## src/sv/keyboard_scancode_to_ascii_defines.svh

```systemverilog
// Assertion helpers shared by the keyboard front end.
`ifndef KEYBOARD_SCANCODE_TO_ASCII_DEFINES_SVH
`define KEYBOARD_SCANCODE_TO_ASCII_DEFINES_SVH

// Same-cycle implication, off while reset is high.
`define KBD_ASSERT_IMPLY(label, clk, rst, ante, cons, msg) \
   label: assert property (@(posedge clk) disable iff (rst) (ante) |-> (cons)) \
      else $error(msg);

// Next-cycle implication, off while reset is high.
`define KBD_ASSERT_NEXT(label, clk, rst, ante, cons, msg) \
   label: assert property (@(posedge clk) disable iff (rst) (ante) |=> (cons)) \
      else $error(msg);

`endif

```

## src/sv/kbd_pkg.sv

```systemverilog
package kbd_pkg;

   typedef enum logic [1:0] {
      OP_EVENT = 2'd0,
      OP_TAKE  = 2'd1,
      OP_XLATE = 2'd2,
      OP_FLUSH = 2'd3
   } op_type;

   localparam logic [7:0] KEY_RELEASE_BIT = 8'h80;
   localparam logic [6:0] KEY_LSHIFT      = 7'h2A;
   localparam logic [6:0] KEY_RSHIFT      = 7'h36;
   localparam logic [6:0] KEY_CTRL        = 7'h1D;
   localparam logic [6:0] KEY_ALT         = 7'h38;
   localparam logic [6:0] KEY_CAPS        = 7'h3A;
   localparam logic [7:0] KEY_TABLE_LEN   = 8'h47;

   typedef struct packed {
      op_type      opcode;
      logic [7:0]  key_byte;
   } req_payload_type;

   typedef struct packed {
      logic [6:0]  code_out;
      logic [6:0]  char_out;
      logic        data_pending;
      logic        shift_held;
      logic        ctrl_held;
      logic        alt_held;
      logic        caps_on;
   } rsp_payload_type;

   typedef struct packed {
      logic shift;
      logic ctrl;
      logic alt;
      logic caps;
   } mod_flags_type;

   // Letter rows: q..p, a..l, z..m.
   function automatic logic is_letter(input logic [7:0] code);
      return (code inside {[8'h10:8'h19], [8'h1E:8'h26], [8'h2C:8'h32]});
   endfunction

   function automatic logic [6:0] plain_char(input logic [7:0] code);
      logic [6:0] ch;
      case (code)
         8'h02: ch = 7'h31;
         8'h03: ch = 7'h32;
         8'h04: ch = 7'h33;
         8'h05: ch = 7'h34;
         8'h06: ch = 7'h35;
         8'h07: ch = 7'h36;
         8'h08: ch = 7'h37;
         8'h09: ch = 7'h38;
         8'h0A: ch = 7'h39;
         8'h0B: ch = 7'h30;
         8'h0C: ch = 7'h2D;
         8'h0D: ch = 7'h3D;
         8'h0E: ch = 7'h08;
         8'h0F: ch = 7'h09;
         8'h10: ch = 7'h71;
         8'h11: ch = 7'h77;
         8'h12: ch = 7'h65;
         8'h13: ch = 7'h72;
         8'h14: ch = 7'h74;
         8'h15: ch = 7'h79;
         8'h16: ch = 7'h75;
         8'h17: ch = 7'h69;
         8'h18: ch = 7'h6F;
         8'h19: ch = 7'h70;
         8'h1A: ch = 7'h5B;
         8'h1B: ch = 7'h5D;
         8'h1C: ch = 7'h0A;
         8'h1E: ch = 7'h61;
         8'h1F: ch = 7'h73;
         8'h20: ch = 7'h64;
         8'h21: ch = 7'h66;
         8'h22: ch = 7'h67;
         8'h23: ch = 7'h68;
         8'h24: ch = 7'h6A;
         8'h25: ch = 7'h6B;
         8'h26: ch = 7'h6C;
         8'h27: ch = 7'h3B;
         8'h28: ch = 7'h27;
         8'h29: ch = 7'h60;
         8'h2B: ch = 7'h5C;
         8'h2C: ch = 7'h7A;
         8'h2D: ch = 7'h78;
         8'h2E: ch = 7'h63;
         8'h2F: ch = 7'h76;
         8'h30: ch = 7'h62;
         8'h31: ch = 7'h6E;
         8'h32: ch = 7'h6D;
         8'h33: ch = 7'h2C;
         8'h34: ch = 7'h2E;
         8'h35: ch = 7'h2F;
         8'h37: ch = 7'h2A;
         8'h39: ch = 7'h20;
         default: ch = 7'h00;
      endcase
      return ch;
   endfunction

   function automatic logic [6:0] shift_char(input logic [7:0] code);
      logic [6:0] ch;
      case (code)
         8'h02: ch = 7'h21;
         8'h03: ch = 7'h40;
         8'h04: ch = 7'h23;
         8'h05: ch = 7'h24;
         8'h06: ch = 7'h25;
         8'h07: ch = 7'h5E;
         8'h08: ch = 7'h26;
         8'h09: ch = 7'h2A;
         8'h0A: ch = 7'h28;
         8'h0B: ch = 7'h29;
         8'h0C: ch = 7'h5F;
         8'h0D: ch = 7'h2B;
         8'h0E: ch = 7'h08;
         8'h0F: ch = 7'h09;
         8'h10: ch = 7'h51;
         8'h11: ch = 7'h57;
         8'h12: ch = 7'h45;
         8'h13: ch = 7'h52;
         8'h14: ch = 7'h54;
         8'h15: ch = 7'h59;
         8'h16: ch = 7'h55;
         8'h17: ch = 7'h49;
         8'h18: ch = 7'h4F;
         8'h19: ch = 7'h50;
         8'h1A: ch = 7'h7B;
         8'h1B: ch = 7'h7D;
         8'h1C: ch = 7'h0A;
         8'h1E: ch = 7'h41;
         8'h1F: ch = 7'h53;
         8'h20: ch = 7'h44;
         8'h21: ch = 7'h46;
         8'h22: ch = 7'h47;
         8'h23: ch = 7'h48;
         8'h24: ch = 7'h4A;
         8'h25: ch = 7'h4B;
         8'h26: ch = 7'h4C;
         8'h27: ch = 7'h3A;
         8'h28: ch = 7'h22;
         8'h29: ch = 7'h7E;
         8'h2B: ch = 7'h7C;
         8'h2C: ch = 7'h5A;
         8'h2D: ch = 7'h58;
         8'h2E: ch = 7'h43;
         8'h2F: ch = 7'h56;
         8'h30: ch = 7'h42;
         8'h31: ch = 7'h4E;
         8'h32: ch = 7'h4D;
         8'h33: ch = 7'h3C;
         8'h34: ch = 7'h3E;
         8'h35: ch = 7'h3F;
         8'h37: ch = 7'h2A;
         8'h39: ch = 7'h20;
         default: ch = 7'h00;
      endcase
      return ch;
   endfunction

endpackage

```

## src/sv/kbd_xlate.sv

```systemverilog
module kbd_xlate import kbd_pkg::*; (
   input  logic [7:0]    code,
   input  mod_flags_type flags,
   output logic [6:0]    ascii
);

   logic use_shift;

   // Letters follow shift xor caps lock, everything else shift alone.
   assign use_shift = is_letter(code) ? (flags.shift ^ flags.caps) : flags.shift;

   always_comb begin
      if (code >= KEY_TABLE_LEN) begin
         ascii = 7'h00;
      end else if (use_shift) begin
         ascii = shift_char(code);
      end else begin
         ascii = plain_char(code);
      end
   end

endmodule

```

## src/sv/kbd_core.sv

```systemverilog
`include "keyboard_scancode_to_ascii_defines.svh"

module kbd_core import kbd_pkg::*; (
   input  logic            clock,
   input  logic            reset,
   input  logic            advance,
   input  op_type          opcode,
   input  logic [7:0]      key_byte,
   output rsp_payload_type result
);

   logic [6:0]    pending_ff;
   logic [6:0]    pending_in;
   mod_flags_type flags_ff;
   mod_flags_type flags_in;
   logic [7:0]    xlate_code;
   logic [6:0]    xlate_char;
   logic [6:0]    key_code;

   assign key_code = key_byte[6:0];

   // Take translates the pending code, translate uses the given byte.
   assign xlate_code = (opcode == OP_TAKE) ? {1'b0, pending_ff} : key_byte;

   kbd_xlate u_xlate (
      .code  (xlate_code),
      .flags (flags_ff),
      .ascii (xlate_char)
   );

   always_comb begin
      pending_in = pending_ff;
      flags_in   = flags_ff;
      case (opcode)
         OP_EVENT: begin
            if ((key_byte & KEY_RELEASE_BIT) != 8'h00) begin
               if (key_code == KEY_LSHIFT || key_code == KEY_RSHIFT) begin
                  flags_in.shift = 1'b0;
               end else if (key_code == KEY_CTRL) begin
                  flags_in.ctrl = 1'b0;
               end else if (key_code == KEY_ALT) begin
                  flags_in.alt = 1'b0;
               end
            end else begin
               pending_in = key_code;
               if (key_code == KEY_LSHIFT || key_code == KEY_RSHIFT) begin
                  flags_in.shift = 1'b1;
               end else if (key_code == KEY_CTRL) begin
                  flags_in.ctrl = 1'b1;
               end else if (key_code == KEY_ALT) begin
                  flags_in.alt = 1'b1;
               end else if (key_code == KEY_CAPS) begin
                  flags_in.caps = ~flags_ff.caps;
               end
            end
         end
         OP_TAKE: begin
            pending_in = 7'h00;
         end
         OP_XLATE: begin
            pending_in = pending_ff;
         end
         OP_FLUSH: begin
            pending_in = 7'h00;
            flags_in   = '0;
         end
         default: begin
            pending_in = pending_ff;
         end
      endcase
   end

   always_comb begin
      result.code_out     = pending_ff;
      result.char_out     = (opcode == OP_TAKE || opcode == OP_XLATE) ? xlate_char : 7'h00;
      result.data_pending = (pending_in != 7'h00);
      result.shift_held   = flags_in.shift;
      result.ctrl_held    = flags_in.ctrl;
      result.alt_held     = flags_in.alt;
      result.caps_on      = flags_in.caps;
   end

   always_ff @(posedge clock) begin
      if (reset) begin
         pending_ff <= 7'h00;
         flags_ff   <= '0;
      end else if (advance) begin
         pending_ff <= pending_in;
         flags_ff   <= flags_in;
      end
   end

   `KBD_ASSERT_NEXT(a_flush_clears, clock, reset, advance && opcode == OP_FLUSH, pending_ff == 7'h00 && flags_ff == '0, "flush left state behind")
   `KBD_ASSERT_NEXT(a_xlate_keeps, clock, reset, advance && opcode == OP_XLATE, $stable(pending_ff) && $stable(flags_ff), "translate changed state")
   `KBD_ASSERT_NEXT(a_idle_keeps, clock, reset, !advance, $stable(pending_ff) && $stable(flags_ff), "state moved without a beat")

endmodule

```

## config.mk

```make
export PLATFORM = sky130hd
export DESIGN_NAME = kbd_core
export DESIGN_NICKNAME = d
export VERILOG_FILES = /design/src/sv/kbd_pkg.sv /design/src/sv/kbd_xlate.sv /design/src/sv/kbd_core.sv
export VERILOG_INCLUDE_DIRS = /design/src /design/src/sv
export SDC_FILE = /design/constraint.sdc
export NUM_CORES = 1
export LEC_CHECK = 0
export ABC_AREA = 1
export CAP_MARGIN = 30
export CELL_PAD_IN_SITES_DETAIL_PLACEMENT = 1
export CELL_PAD_IN_SITES_GLOBAL_PLACEMENT = 2
export CORE_MARGIN = 3
export CORE_UTILIZATION = 36
export CTS_CLUSTER_DIAMETER = 120
export DETAILED_ROUTE_END_ITERATION = 10
export DONT_BUFFER_PORTS = 1
export PLACE_DENSITY = 0.86
export SETUP_SLACK_MARGIN = 0.15
export SLEW_MARGIN = 5
export SYNTH_ARGS = -nofsm -noshare
export SYNTH_HDL_FRONTEND = slang
export SYNTH_SLANG_ARGS = --single-unit
```

## constraint.sdc

```tcl
create_clock -name clock -period 6 [get_ports clock]
set_clock_uncertainty 0.05 [all_clocks]
set_input_delay 0.3 -clock clock [delete_from_list [all_inputs] [get_ports clock]]
set_output_delay 0.3 -clock clock [all_outputs]
set_load 0.005 [all_outputs]
```

Word level (Yosys, flattened, before mapping)
Memory sizes are Yosys's and may differ from the RTL's.
Index checks and enable logic that the tools add are counted.
{"block": "op_classes", "eq_ne": 8, "bitwise": 2, "reduce_logical": 10, "muxes": 24, "magnitude_cmp": 7}
{"op": "two-way mux 7 bit", "n": 6}
{"op": "equality test 7 x 6 -> 1 bit (second input constant)", "n": 4}
{"op": "case mux 7 bit (3 select lines)", "n": 1}
{"op": "greater-or-equal comparator 8 x 5 -> 1 bit (second input constant)", "n": 2}
{"op": "less-or-equal comparator 8 x 6 -> 1 bit (second input constant)", "n": 2}
{"op": "two-way mux 1 bit", "n": 11}
{"op": "greater-or-equal comparator 8 x 6 -> 1 bit (second input constant)", "n": 1}
{"op": "greater-or-equal comparator 8 x 7 -> 1 bit (second input constant)", "n": 1}
{"op": "less-or-equal comparator 8 x 5 -> 1 bit (second input constant)", "n": 1}
{"op": "two-way mux 8 bit", "n": 1}
{"op": "case mux 4 bit (2 select lines)", "n": 1}
{"op": "equality test 7 x 5 -> 1 bit (second input constant)", "n": 1}
{"op": "nonzero test 7 bit", "n": 1}
{"op": "two-way mux 3 bit", "n": 2}
{"op": "equality test 2 bit (second input constant)", "n": 2}
{"op": "logical NOT 2 bit", "n": 2}
{"op": "two-way mux 2 bit", "n": 2}
{"op": "logical AND 1 bit", "n": 3}
{"op": "nonzero test 3 bit", "n": 1}
{"op": "equality test 2 x 1 -> 1 bit (second input constant)", "n": 1}
{"op": "logical OR 1 bit", "n": 2}
{"op": "OR reduction 2 bit", "n": 1}
{"op": "NOT 1 bit", "n": 1}
{"op": "XOR 1 bit", "n": 1}
{"block": "word_totals", "in_bits": 13, "n_memories": 2, "romBits": 896, "wordCells": 58, "reg_bits": 11}
{"name": "(no name shown)", "words": 64, "width": 7, "rd": 1, "rd_clocked_by_memory_dff": 0, "write_ports": 0, "line_no": "kbd_pkg.sv:107", "source": "case (code)"}
{"name": "(no name shown)", "words": 64, "width": 7, "rd": 1, "rd_clocked_by_memory_dff": 0, "write_ports": 0, "line_no": "kbd_pkg.sv:47", "source": "case (code)"}

Longest topological paths before layout
{"block": "logic_depth", "ltp_word": 9, "ltp_mapped": 21}

Modules after synthesis
A second synthesis with hierarchy kept.
{"block": "unflattened", "hier_cells": 414, "area_unflattened_um2": 2268.4}
{"mod": "kbd_xlate", "area_each_um2": 1350.0, "cells_per_inst": 256, "seq_area_each_um2": 0.0, "n_inst": 1}
{"mod": "kbd_core", "area_each_um2": 918.4, "cells_per_inst": 158, "seq_area_each_um2": 220.2, "n_inst": 1}

Worst setup path before layout
No wires, ideal clock.
{"block": "synth_path", "kind": "in2out", "from": "input opcode[1]", "to": "output result[5] (netlist name)", "t_required_ps": 5650, "path_stages": 16, "slack_ps": 3380, "arrival_time_ps": 2270, "n_path_buf": 1, "cell_sequence": "inv_1 -> ha_1 -> buf_6 -> inv_8 -> nand2_1 -> nand2_4 -> inv_1 -> ha_1 -> nand3_1 -> nand4_1 -> a21oi_2 -> nand3_1 -> nand2_4 -> nand2_4 -> and2_1 -> nor2_1"}
{"item": "start: declaration", "line_no": "kbd_core.sv:7", "source": "input op_type opcode,"}
{"item": "end: declaration", "line_no": "kbd_core.sv:9", "source": "output rsp_payload_type result"}

==> qor.yml <==
clock_tree:
  cts_buffer_depth: 2
  tritoncts: "built"
  cts_resized: 0
  clk_pin_slew_ns: 0.05
  clock_latency_ns: 0.24
  cts_buffers: 3
  post_cts_buffers: 0
  htree_levels: 1
  root_buffer: "clkbuf_8"
  cts_hold_buf: 0
  clock-sinks: 11
floorplan:
  dieHeight_um: 84.35
  rows: 27
  num_io_pins: 32
  design.die.area_sq_um: 7114
  initial_core_util_pct: 38.70
  die_x_um: 84.35
  core_region_area_sq_um: 5709
detailed_routing:
  finalWirelength_um: 8007
  drc: 0
  wl_per_cell_um: 17.41
  num_vias: 2578
  via_per_inst: 5.604
  drtAntennaViolNets: 0
  dr.pass1.iters: 4
  drt_iter0_drc: 121
sta:
  drv_slew: 0
  fin_crit_ns: 3.327
  whs_ns: 0.07610
  finalHoldViolCount: 0
  setup_viol_count_final: 0
  worst_slack_ns: 2.673
  period_share_pct: 55.45
  tightestPinTransition_ns: 0.7252
  grt_setup_unrepaired: "no"
  final.setup.tns_ns: 0
  slew-limit-headroom_pct: 51.54
  fmax_mhz: 300.6
synthesis:
  synth_top_area_cell: "nand2_1"
  synth-main-ff-cell: "dfxtp_1"
  synth_seq_cells: 11
  synth-edff-count: 0
  synth.area.top_cells: "nand2_1 17%, dfxtp_1 10%, o21ai_0 8.8%, ha_1 8.5%, inv_1 8.0%"
  seq_area_frac_synth_pct: 9.966
  synth_top_area_share_pct: 17.16
  synth_most_common_cell: "nand2_1"
  synth.avg_cell_area_sq_um: 5.594
  synth_nets: 423
  synth_area_sq_um: 2210
  syn_inst: 395
  synthArstFlopShare_pct: 0
  synth_warnings: 0
  synth_common_cells: "101 x nand2_1, 47 x inv_1, 41 x nor2_1"
  yosys.cell_types.count: 38
layout:
  final_util_pct: 39.73
  syn2layout_area_growth_pct: 2.662
  drive_gt1_share_pct: 7.990
  fin_cells: 460
  antenna_cells: 0
  nets: 417
  nFillCells: 819
  multi_input_area_sq_um: 1705
  seqCellArea_sq_um: 220.2
global_routing:
  grt_pass1_vias: 2688
  grt_usage_pct: 22.97
  antenna_found_initial: 0
  grt_overflow: 0
  grt_max_degree: 28
  grt_pass1_wl_um: 13370
setup_path:
  critPathKind: "in -> out"
  reg2reg_slack_ns: 4.96
  required_ns: 5.65
  setup.worst_path.start_class: "primary input"
  critPathMaxFanout: 12
  end_kind: "output port"
  cp.arrival_ns: 2.98
  worstSetupStartpoint: "opcode[1]"
  reg2reg_from: "flags_ff[2]"
hold_path:
  hold_class: "in -> reg"
  min_from: "reset"
place:
  dpl.hpwl_um: 6401
  dp.cells: 456
  port_buffers: 0
  gp_congestion: 0.9625
  place_ws_ns: 2.688
power:
  irDropWorstVdd_mv: 0.1514
  power.leakage_nw: 1.118
  powerDensity_nw_per_um2: 156.6
job:
  drv_cap: 0
run_status:
  outcome: "completed"
## critical path, stage by stage
cell and delay, ns:
inv_1 0.08, ha_1 0.47, nand2_1 0.17, nand2_4 0.19
inv_1 0.22, ha_1 0.30, nand3_1 0.20, nand4_1 0.17
a21oi_2 0.21, nand4_2 0.27, nand3_1 0.18, nand2_1 0.06
nor2_1 0.15
## layer usage
metal,vias to the layer above,part of all wire [%],track usage [%]
met5,-,0,0
li1,1292,-,-
met1,1196,42,27.50
met2,68,50,41.03
met3,22,4.5,2.552
met4,0,4.1,10.22
## cells in the final DEF, fill, tap and decap left out, drive strengths merged, types with 2 or more instances in the layout
cell / count
nand2: 119
inv: 51
nor2: 44
o21ai: 42
nand3: 34
a21oi: 30
ha: 15
dfxtp: 11
nor3: 9
o22ai: 6
nand4: 6
clkbuf: 4
o2111ai: 2
o211ai: 2
a22oi: 2
clkinv: 2
## stage by stage
| stage | area (sq um) | power (mW) |
|---|---|---|
| after floorplan | 2210 | 0.2365 |
| after global placement | 2223 | 0.2781 |
| after detailed placement | 2223 | 0.2808 |
| after CTS | 2268 | 0.3583 |
| after global routing | 2268 | 0.3891 |
| final | 2268 | 0.3552 |
## final cells by class
cell class	instances	share of cell area, %
Tap cell	72	3.971
Clock buffer	4	1.986
Sequential cell	11	9.708
Multi-Input combinational cell	320	75.18
Inverter	53	9.156
## kinds of logic (layout without fill, tap and decap cells)
group,count (synthesis),after routing,share of synthesized area (%)
AO/OA/AOI/OAI,90,90,22.42
AND/OR/NAND/NOR,214,214,45.87
adder cells (fa/ha/maj),15,15,8.494
buffers and inverters,64,57,12.85
XOR/XNOR,1,1,0.3964
flip-flops,11,11,9.966
## final timing paths
| kind | cells after the start | to |
|---|---|---|
| hold reg to reg | 2 | flags_ff[0] |
| hold / removal | 1 | flags_ff[0] |
| setup / recovery | 13 | result[9] |
| setup reg to reg | 6 | flags_ff[2] |
## sequential cells by signal (all words and copies together), names as in the netlist
signal and cells:
flags_ff 4, pending_ff 7
## power by group
group	internal, mW	switching, mW
logic	0.0589	0.141
clock network	0.0466	0.0275
registers	0.0775	0.00368
total	0.183	0.172
No activity file was read; power rests on OpenSTA's default activity.
